$ cat src/sv/pps_pkg.sv
// Package for the priority process scheduler: command and status codes,
// slot placement codes, transaction payload structs and scheduler states.
// No dependencies.
package pps_pkg;

    typedef enum logic [2:0] {
        OP_CREATE = 3'd0,
        OP_BLOCK  = 3'd1,
        OP_WAKE   = 3'd2,
        OP_KILL   = 3'd3,
        OP_TICK   = 3'd4
    } op_t;

    typedef enum logic [2:0] {
        ST_OK        = 3'd0,
        ST_DUPLICATE = 3'd1,
        ST_NOT_FOUND = 3'd2,
        ST_IDLE      = 3'd3,
        ST_FULL      = 3'd4
    } status_t;

    typedef enum logic [1:0] {
        WHERE_READY   = 2'd0,
        WHERE_RUNNING = 2'd1,
        WHERE_BLOCKED = 2'd2
    } where_t;

    typedef struct packed {
        logic [2:0]  operation;
        logic [15:0] proc_id;
        logic [7:0]  priority_req;
        logic [15:0] need_time;
    } cmd_t;

    typedef struct packed {
        logic [2:0]  status;
        logic        run_valid;
        logic [15:0] run_id;
        logic [15:0] run_left;
        logic [15:0] run_used;
        logic        finished;
    } rsp_t;

    typedef enum logic [2:0] {
        S_IDLE,
        S_SCAN,
        S_LAST,
        S_EXEC,
        S_DONE
    } state_t;

endpackage

$ cat src/sv/priority_process_scheduler.sv
// Priority process scheduler: one command transaction in, one result out.
// A command passes through an accept state, a sweep in which a single read
// port visits every slot once (one slot per cycle, its data registered before
// the comparison), an execute state and a result state during which the
// write-back lands. A stalled result holds the scheduler in the result state.
// Slot valid bits sit in flip-flops and clear at reset; the table memory holds
// id, priority, time counters, set and ready stamp. The result sits in an
// output register, and the next command is taken once that result has been
// accepted. Depends on pps_pkg.
module priority_process_scheduler #(
    parameter int MAX_PROCS = 16,
    parameter int PRIO_BITS = 8
) (
    input  logic           aclk,
    input  logic           aresetn,
    input  logic           s_valid,
    output logic           s_ready,
    input  pps_pkg::cmd_t  s_data,
    output logic           m_valid,
    input  logic           m_ready,
    output pps_pkg::rsp_t  m_data
);

    localparam int IW = (MAX_PROCS > 1) ? $clog2(MAX_PROCS) : 1;
    localparam int CW = IW + 1;

    typedef struct packed {
        logic [15:0]          ident;
        logic [PRIO_BITS-1:0] prio;
        logic [15:0]          left;
        logic [15:0]          used;
        logic [1:0]           where;
        logic [31:0]          stamp;
    } slot_t;

    // Process table memory
    slot_t mem [MAX_PROCS];
    slot_t rd_data_reg;

    pps_pkg::state_t state_reg, state_next;
    logic [MAX_PROCS-1:0] valid_reg;
    logic [CW-1:0] cnt_reg;
    logic [IW-1:0] rd_idx_reg;
    logic [31:0] entry_counter_reg;
    pps_pkg::cmd_t cmd_reg;
    pps_pkg::rsp_t rsp_reg;

    // Scan findings
    logic          id_hit_reg, run_hit_reg, best_hit_reg, free_hit_reg;
    logic [IW-1:0] id_idx_reg, run_idx_reg, best_idx_reg, free_idx_reg;
    slot_t         id_slot_reg, run_slot_reg, best_slot_reg;

    // Write-back
    logic    wr_en_reg;
    logic [IW-1:0] wr_idx_reg;
    slot_t   wr_data_reg;

    // Next state
    always_comb begin
        state_next = state_reg;
        unique case (state_reg)
            pps_pkg::S_IDLE: if (s_valid) state_next = pps_pkg::S_SCAN;
            pps_pkg::S_SCAN: if (cnt_reg == CW'(MAX_PROCS)) state_next = pps_pkg::S_LAST;
            pps_pkg::S_LAST: state_next = pps_pkg::S_EXEC;
            pps_pkg::S_EXEC: state_next = pps_pkg::S_DONE;
            pps_pkg::S_DONE: if (m_ready) state_next = pps_pkg::S_IDLE;
            default: state_next = pps_pkg::S_IDLE;
        endcase
    end

    // Outputs
    always_comb begin
        s_ready = aresetn && (state_reg == pps_pkg::S_IDLE);
        m_valid = (state_reg == pps_pkg::S_DONE);
        m_data  = rsp_reg;
    end

    // Memory port: one read per cycle, one write from the execute registers
    always_ff @(posedge aclk) begin
        rd_data_reg <= mem[rd_idx_reg];
        if (wr_en_reg) begin
            mem[wr_idx_reg] <= wr_data_reg;
        end
    end

    // Scan comparisons against the slot read last cycle
    logic [IW-1:0] cur_idx;
    logic          cur_ok;
    logic          better;
    always_comb begin
        cur_idx = IW'(cnt_reg - CW'(2));
        cur_ok  = valid_reg[cur_idx];
        better  = !best_hit_reg
            || (rd_data_reg.prio > best_slot_reg.prio)
            || ((rd_data_reg.prio == best_slot_reg.prio)
                && ((entry_counter_reg - rd_data_reg.stamp)
                    > (entry_counter_reg - best_slot_reg.stamp)));
    end

    // Execute: read-modify-write of the chosen slot and result build
    slot_t         ex_slot;
    logic [IW-1:0] ex_idx;
    logic          ex_wr;
    logic          ex_free;
    logic          ex_fin;
    logic [2:0]    ex_status;
    logic          ex_cnt_inc;
    logic          run_after;
    slot_t         run_view;
    always_comb begin
        ex_slot    = id_slot_reg;
        ex_idx     = id_idx_reg;
        ex_wr      = 1'b0;
        ex_free    = 1'b0;
        ex_fin     = 1'b0;
        ex_status  = pps_pkg::ST_OK;
        ex_cnt_inc = 1'b0;
        run_after  = run_hit_reg;
        run_view   = run_slot_reg;
        priority case (cmd_reg.operation)
            pps_pkg::OP_CREATE: begin
                if (id_hit_reg) begin
                    ex_status = pps_pkg::ST_DUPLICATE;
                end else if (!free_hit_reg) begin
                    ex_status = pps_pkg::ST_FULL;
                end else begin
                    ex_idx      = free_idx_reg;
                    ex_slot.ident = cmd_reg.proc_id;
                    ex_slot.prio  = PRIO_BITS'(cmd_reg.priority_req);
                    ex_slot.left  = cmd_reg.need_time;
                    ex_slot.used  = '0;
                    ex_slot.where = pps_pkg::WHERE_READY;
                    ex_slot.stamp = entry_counter_reg;
                    ex_wr       = 1'b1;
                    ex_cnt_inc  = 1'b1;
                end
            end
            pps_pkg::OP_BLOCK: begin
                if (run_hit_reg && run_slot_reg.ident == cmd_reg.proc_id) begin
                    ex_idx        = run_idx_reg;
                    ex_slot       = run_slot_reg;
                    ex_slot.where = pps_pkg::WHERE_BLOCKED;
                    ex_wr         = 1'b1;
                    run_after     = 1'b0;
                end else begin
                    ex_status = pps_pkg::ST_NOT_FOUND;
                end
            end
            pps_pkg::OP_WAKE: begin
                if (id_hit_reg && id_slot_reg.where == pps_pkg::WHERE_BLOCKED) begin
                    ex_slot.where = pps_pkg::WHERE_READY;
                    ex_slot.stamp = entry_counter_reg;
                    ex_wr         = 1'b1;
                    ex_cnt_inc    = 1'b1;
                end else begin
                    ex_status = pps_pkg::ST_NOT_FOUND;
                end
            end
            pps_pkg::OP_KILL: begin
                if (id_hit_reg) begin
                    ex_free = 1'b1;
                    if (id_idx_reg == run_idx_reg) run_after = 1'b0;
                end else begin
                    ex_status = pps_pkg::ST_NOT_FOUND;
                end
            end
            pps_pkg::OP_TICK: begin
                if (run_hit_reg || best_hit_reg) begin
                    ex_idx  = run_hit_reg ? run_idx_reg : best_idx_reg;
                    ex_slot = run_hit_reg ? run_slot_reg : best_slot_reg;
                    ex_slot.where = pps_pkg::WHERE_RUNNING;
                    if (ex_slot.used != 16'hFFFF) ex_slot.used = ex_slot.used + 16'd1;
                    if (ex_slot.left != 16'd0) ex_slot.left = ex_slot.left - 16'd1;
                    ex_wr = 1'b1;
                    if (ex_slot.left == 16'd0) begin
                        ex_fin  = 1'b1;
                        ex_free = 1'b1;
                    end
                    run_after = 1'b1;
                    run_view  = ex_slot;
                end else begin
                    ex_status = pps_pkg::ST_IDLE;
                end
            end
            default: ex_status = pps_pkg::ST_OK;
        endcase
    end

    // Control and datapath registers
    always_ff @(posedge aclk) begin
        if (!aresetn) begin
            state_reg         <= pps_pkg::S_IDLE;
            valid_reg         <= '0;
            entry_counter_reg <= '0;
            wr_en_reg         <= 1'b0;
            cnt_reg           <= '0;
            rd_idx_reg        <= '0;
        end else begin
            state_reg <= state_next;
            wr_en_reg <= 1'b0;
            priority case (state_reg)
                pps_pkg::S_IDLE: begin
                    if (s_valid) begin
                        cmd_reg      <= s_data;
                        cnt_reg      <= CW'(1);
                        rd_idx_reg   <= '0;
                        id_hit_reg   <= 1'b0;
                        run_hit_reg  <= 1'b0;
                        best_hit_reg <= 1'b0;
                        free_hit_reg <= 1'b0;
                        id_idx_reg   <= '0;
                        run_idx_reg  <= '0;
                        best_idx_reg <= '0;
                        free_idx_reg <= '0;
                    end
                end
                pps_pkg::S_SCAN, pps_pkg::S_LAST: begin
                    cnt_reg <= cnt_reg + CW'(1);
                    if (cnt_reg < CW'(MAX_PROCS)) begin
                        rd_idx_reg <= IW'(cnt_reg);
                    end
                    // cnt_reg >= 2 means rd_data_reg holds slot cnt_reg-2
                    if (cnt_reg >= CW'(2)) begin
                        if (!cur_ok && !free_hit_reg) begin
                            free_hit_reg <= 1'b1;
                            free_idx_reg <= cur_idx;
                        end
                        if (cur_ok && !id_hit_reg && rd_data_reg.ident == cmd_reg.proc_id) begin
                            id_hit_reg  <= 1'b1;
                            id_idx_reg  <= cur_idx;
                            id_slot_reg <= rd_data_reg;
                        end
                        if (cur_ok && !run_hit_reg
                                && rd_data_reg.where == pps_pkg::WHERE_RUNNING) begin
                            run_hit_reg  <= 1'b1;
                            run_idx_reg  <= cur_idx;
                            run_slot_reg <= rd_data_reg;
                        end
                        if (cur_ok && rd_data_reg.where == pps_pkg::WHERE_READY && better) begin
                            best_hit_reg  <= 1'b1;
                            best_idx_reg  <= cur_idx;
                            best_slot_reg <= rd_data_reg;
                        end
                    end
                end
                pps_pkg::S_EXEC: begin
                    wr_en_reg   <= ex_wr;
                    wr_idx_reg  <= ex_idx;
                    wr_data_reg <= ex_slot;
                    if (ex_cnt_inc) entry_counter_reg <= entry_counter_reg + 32'd1;
                    if (cmd_reg.operation == pps_pkg::OP_CREATE && ex_wr) begin
                        valid_reg[ex_idx] <= 1'b1;
                    end
                    if (ex_free) valid_reg[ex_idx] <= 1'b0;
                    rsp_reg.status    <= ex_status;
                    rsp_reg.finished  <= ex_fin;
                    rsp_reg.run_valid <= run_after;
                    rsp_reg.run_id    <= run_after ? run_view.ident : 16'd0;
                    rsp_reg.run_left  <= run_after ? run_view.left : 16'd0;
                    rsp_reg.run_used  <= run_after ? run_view.used : 16'd0;
                end
                default: begin
                end
            endcase
        end
    end

    // Assertions
    a_one_item: assert property (@(posedge aclk) disable iff (!aresetn)
        (s_valid && s_ready) |=> !s_ready)
        else $error("command accepted while busy");
    a_fin_run: assert property (@(posedge aclk) disable iff (!aresetn)
        (m_valid && m_data.finished) |-> (m_data.run_valid && m_data.run_left == 16'd0))
        else $error("finished result without run fields");
    a_idle_norun: assert property (@(posedge aclk) disable iff (!aresetn)
        (m_valid && m_data.status == pps_pkg::ST_IDLE) |-> !m_data.run_valid)
        else $error("idle tick reports a running process");
    a_wr_exec: assert property (@(posedge aclk) disable iff (!aresetn)
        wr_en_reg |-> $past(state_reg == pps_pkg::S_EXEC))
        else $error("table write outside execute");

endmodule

$ cat config.mk
export PLATFORM = sky130hd
export DESIGN_NAME = priority_process_scheduler
export DESIGN_NICKNAME = d
export VERILOG_FILES = /design/src/sv/pps_pkg.sv /design/src/sv/priority_process_scheduler.sv
export SDC_FILE = /design/constraint.sdc
export NUM_CORES = 2
export LEC_CHECK = 0
export BUFFER_PORTS_ARGS = -buffer_cell sky130_fd_sc_hd__buf_2
export CORE_MARGIN = 2
export CORE_UTILIZATION = 49
export CTS_BUF_LIST = sky130_fd_sc_hd__clkbuf_8
export CTS_CLUSTER_DIAMETER = 200
export CTS_CLUSTER_SIZE = 10
export DETAILED_ROUTE_END_ITERATION = 7
export PLACE_DENSITY = 0.64
export SLEW_MARGIN = 30
export SYNTH_ARGS = -nofsm -noshare
export SYNTH_HDL_FRONTEND = slang
export SYNTH_SLANG_ARGS = --single-unit
export TNS_END_PERCENT = 5
$ cat constraint.sdc
create_clock -name aclk -period 11 [get_ports aclk]
set_input_delay 1.65 -clock aclk [delete_from_list [all_inputs] [get_ports aclk]]
set_output_delay 1.65 -clock aclk [all_outputs]
set_load 0.1 [all_outputs]
Word level (Yosys, flattened, before mapping)
Memory sizes are Yosys's and may differ from the RTL's. A register that Yosys moved wholly into a read port is not among the register bits.
Cells that the tools add are included.

storage, ports and cells
  memories kept = 1
  bits in writable memories = 1440
  register bits = 541
  input port bits = 47
  output and inout port bits = 55
  word-level logic and storage cells = 220

memories
  memory  words  width  rd ports  clocked after memory_dff  wr ports  RTL line                          RTL
  mem     16     90     1         1                         1         priority_process_scheduler.sv:37  slot_t mem [MAX_PROCS];

operators by class
  bitwise logic cells = 3
  reductions and logical operators = 41
  order comparisons = 7
  $add $sub $neg = 7
  eq/ne operators = 25
  mux-type cells = 87

operators by type and width
  cell                                                                   count
  90-bit 2-to-1 mux                                                      7
  56-bit case mux with 3 select lines                                    1
  34-bit case mux with 4 select lines                                    1
  16-bit 2-to-1 mux                                                      8
  32-bit subtractor                                                      2
  4-bit 2-to-1 mux                                                       15
  4-bit case mux with 2 select lines                                     5
  34-bit 2-to-1 mux                                                      1
  32-bit by 1-bit adder with 32-bit output (second input constant)       1
  16-bit equality test                                                   2
  32-bit greater-than comparator                                         1
  3-bit case mux with 5 select lines                                     2
  1-bit 2-to-1 mux                                                       25
  5-bit AND reduction                                                    4
  16-bit by 1-bit adder with 16-bit output (second input constant)       1
  16-bit AND                                                             1
  16-bit logical NOT                                                     1
  16-bit inequality test (second input constant)                         1
  2-bit inequality test (second input constant)                          8
  16-bit inverter                                                        1
  16-bit OR                                                              1
  16-bit nonzero test                                                    1
  16-bit by 1-bit subtractor with 16-bit output (second input constant)  1
  3-bit 2-to-1 mux                                                       5
  other kinds (35)                                                       74

Depth between registers and ports, before layout
  depth in word-level cells = 14
  gate-level depth with buffers = 23
  depth with buffers taken out = 23

Least setup slack after synthesis
Ideal clock, no wire load.

  kind = register to register
  start = register entry_counter_reg[1]
  end = register best_slot_reg[0] (netlist bit), enable pin
  cell stages (with the launch flop) = 19
  clock period less this slack = 9597 ps
  path buffers = 0
  arrival time = 9010 ps
  slack = 1403 ps
  cells stage by stage = dfxtp_1 > ha_1 > nor2b_1 > o31ai_1 > a21oi_1 > a41o_1 > a2111oi_0 > or3_1 > nand2_1 > a41o_1 > a311o_1 > ha_1 > nand4_1 > or2_2 > nor4_1 > inv_1 > a31oi_1 > o211ai_1 > a31oi_1

between the ends
  word-level cells in the longest chain between the ends = 6

ends and longest elaborated chain
  what                                    RTL line                                                            RTL
  start, declared                         priority_process_scheduler.sv:44                                    logic [31:0] entry_counter_reg;
  start signal, assigned                  priority_process_scheduler.sv:250                                   if (ex_cnt_inc) entry_counter_reg <= entry_counter_reg + 32'd1;
  32-bit subtractor (on tied branches)    priority_process_scheduler.sv:96, priority_process_scheduler.sv:97
  32-bit greater-than comparator *        priority_process_scheduler.sv:97                                    > (entry_counter_reg - best_slot_reg.stamp)));
  1-bit logical AND *                     priority_process_scheduler.sv:96                                    && ((entry_counter_reg - rd_data_reg.stamp)
  1-bit logical OR *                      priority_process_scheduler.sv:95                                    || ((rd_data_reg.prio == best_slot_reg.prio)
  1-bit logical AND *                     priority_process_scheduler.sv:239                                   if (cur_ok && rd_data_reg.where == pps_pkg::WHERE_READY && better) begin
  4-bit AND reduction (no source line) *  -
  end signal, assigned                    priority_process_scheduler.sv:242                                   best_slot_reg <= rd_data_reg;
  end, declared                           priority_process_scheduler.sv:51                                    slot_t id_slot_reg, run_slot_reg, best_slot_reg;

Mark *: on every way between the ends. The rest lies on a longest branch, timed or not.
A chain may end at the register's enable or synchronous reset.

Final worst setup path
  start = register entry_counter_reg[1]
  end = register best_slot_reg[50] (netlist bit), enable pin

Same word-level chain as after synthesis.

==> results.yml <==
run_status:
  outcome: "finished, final reports clean"
detailed_routing:
  wl_met3_mm: 12.9
  wl_met2_mm: 96.2
  wl_met1_mm: 79.5
  drt-pass1-iter-count: 6
  vias: 41700
  drtIter0Drc: 4442
  wire_per_inst_um: 28.1
  antenna_left: 0
  wl_mm: 195
  topRoutingLayerUsed: "met4"
  drc: 0
  viasPerCell: 6.02
yosys:
  synth_most_common_cell: "edfxtp_1"
  ys_top_cells_by_area: "edfxtp_1 70%, mux4_2 12%, dfxtp_1 3.7%"
  synth-edff-count: 1916
  netlist_top_cells_count: "1916 x edfxtp_1, 455 x mux4_2, 181 x nand2_1"
  synthCells: 4294
  synthAdderAreaFrac: 0.0172
  syn_avg_cell_area_sq_um: 19.2
  synth_mux_area_frac: 0.135
  syn-num-nets: 4453
  ys_ff_latch: 2067
  ys_seq_area_frac: 0.735
  ys.flop_type: "edfxtp_1"
  synth_top_family_by_area: "multiplexers"
  async_flop_share: 0
  syn-cell-area_sq_mm: 0.0823
  synth-xor-area-share: 0.0147
  synth_top_area_share: 0.699
  synth_compound_area_frac: 0.0472
  synthDistinctLibCells: 98
  ys_warn_count: 0
  synthSimpleGateAreaFrac: 0.0366
  synth_largest_area_cell: "edfxtp_1"
clock_tree:
  cts_resized: 0
  cts_buffer_depth: 3
  cts_buffers: 224
  htreeDepth: 4
  cts_setup_buffers: 0
  root_buffer: "clkbuf_8"
  clock_latency_ps: 990
  cts_tree: "yes"
  clk_pin_slew_ps: 80
  hold_buffers: 0
  clock_sinks: 2067
final_layout:
  fin_nets: 4686
  drive_above_1_share: 0.204
  largest-register: "mem"
  fillCellCount: 13000
  design_area_sq_mm: 0.0899
  largest_register_ffs: 1440
  multi_input_area_sq_mm: 0.0209
  seqCellArea_sq_mm: 0.0606
  area.growth.synth_to_final_pct: 9.21
die:
  chipHeight_um: 414
  coreArea_sq_mm: 0.167
  die_x_um: 414
  ios: 102
  start_util: 0.493
  rows: 150
  die-area_sq_mm: 0.171
sta:
  hold_violations: 0
  maxSlewViolCount: 0
  setup_slack_ps: 4200
  setup_viol: 0
  finalCritPeriodShare: 0.618
  relSlewSlack: 0.314
  rsz0062_at_grt: "false"
  fin_skew_ps: 59.1
  tns_ps: 0
  fin_crit_ps: 6800
  fmax_mhz: 147
  tightest_slew_ps: 1030
grt:
  antenna_found_initial: 5
  grt_pass1_wl_mm: 284
  grtUsageTotal: 0.228
  grt_pass1_vias: 42100
  grt_max_degree: 144
  overflow: 0
placed_design:
  postPlaceCellArea_sq_mm: 0.0859
  portBuffers: 101
  place_congestion: 0.862
  place_ws_ps: 4050
  dp_hpwl_mm: 109
power_and_ir_drop:
  static-leakage-power_nw: 29.3
  peakVddDrop_mv: 0.104
  powerDensity_mw_per_mm2: 148
  fin_total_pwr_w: 0.0133
run:
  cap_violations: 0
critical_path:
  path_max_fanout: 56
  crit_path_end_kind: "flip-flop"
  regToRegSetupSlack_ps: 4200
  cp.arrival_ps: 7370
  required_ps: 11580
  critPathKind: "reg2reg"
  crit_path_start_kind: "flip-flop"
min_path:
  hold_class: "reg2reg"
==> cell families (layout without fill, tap and decap cells) <==
group                    Yosys count  in the layout
AND/OR/NAND/NOR                  608            608
AO/OA/AOI/OAI                    543            543
multiplexers                     543            543
other                              0              2
XOR/XNOR                         138            138
buffers and inverters            283            705
adder cells (fa/ha/maj)          112            112
flip-flops                      2067           2067
==> area by class of cell <==
class | instances | area share
Tap cell | 2204 | 0.0307
Clock buffer | 230 | 0.0352
Antenna cell | 2 | 0.0000557
Clock inverter | 185 | 0.00829
Multi-Input combinational cell | 1944 | 0.232
Timing Repair Buffer | 189 | 0.0161
Inverter | 101 | 0.00422
Sequential cell | 2067 | 0.674
==> worst max-delay path, stage by stage (launching register included) <==
cell and delay (ps):
dfxtp_1 540, ha_1 300, nor2b_1 140, o31ai_1 380
a21oi_1 200, a41o_1 350, a2111oi_0 690, or3_1 240
nand2_1 100, a41o_1 260, a311o_1 350, ha_1 320
nand4_1 120, or2_2 320, nor4_1 470, inv_1 80
a31oi_1 170, o211ai_1 380, a31oi_4 350, buf_6 580
==> per-layer routing <==
metal / global-route usage / vias up
met4: 0.0781 / 0
met3: 0.0331 / 285
met2: 0.375 / 1548
met1: 0.314 / 21900
li1: - / 18000
met5: 0 / -
==> power by group <==
group / switching, W / internal, W / leakage, nW
clock: 0.00262 / 0.00193 / 2.62
sequential: 0.0000268 / 0.00848 / 18.5
combinational: 0.000156 / 0.000127 / 8.19
total: 0.00280 / 0.0105 / 29.3
==> metrics by stage <==
stage,util,cells,hold slack (ps)
after floorplan,-,4294,400
after global placement,0.513,6495,425
after detailed placement,0.514,6501,437
after CTS,0.538,6916,448
after global routing,0.538,6922,465
final,0.538,6922,447
==> worst paths after layout <==
path                                      startpoint           endpoint  cells after the start
worst max-delay path            entry_counter_reg[1]  best_slot_reg[50]                     19
worst min-delay path                 rd_data_reg[43]  best_slot_reg[43]                      0
worst min register to register       rd_data_reg[43]  best_slot_reg[43]                      0
worst max register to register  entry_counter_reg[1]  best_slot_reg[50]                     19
==> cells in the final DEF (no fill, tap or decap), types with 15 or more instances in the layout <==
cell      count
or3_1        15
nor3_1       40
ha_1        110
dfxtp_1     147
a211oi_1     17
mux2i_1      82
nand2b_1     27
nor2_1      130
a22o_1       22
edfxtp_1   1916
mux4_2      455
inv_1       275
nand2_1     181
and2_1       15
xor2_1       48
xnor2_1      90
a21o_1       60
nand4_1      29
clkbuf_8    230
o21a_1       20
a221o_1      70
buf_4        66
a21oi_1     102
buf_2       101
nand3_1      49
nor2b_1      25
nor2_4       16
o21ai_0     115
No activity file was read; power rests on OpenSTA's default activity.
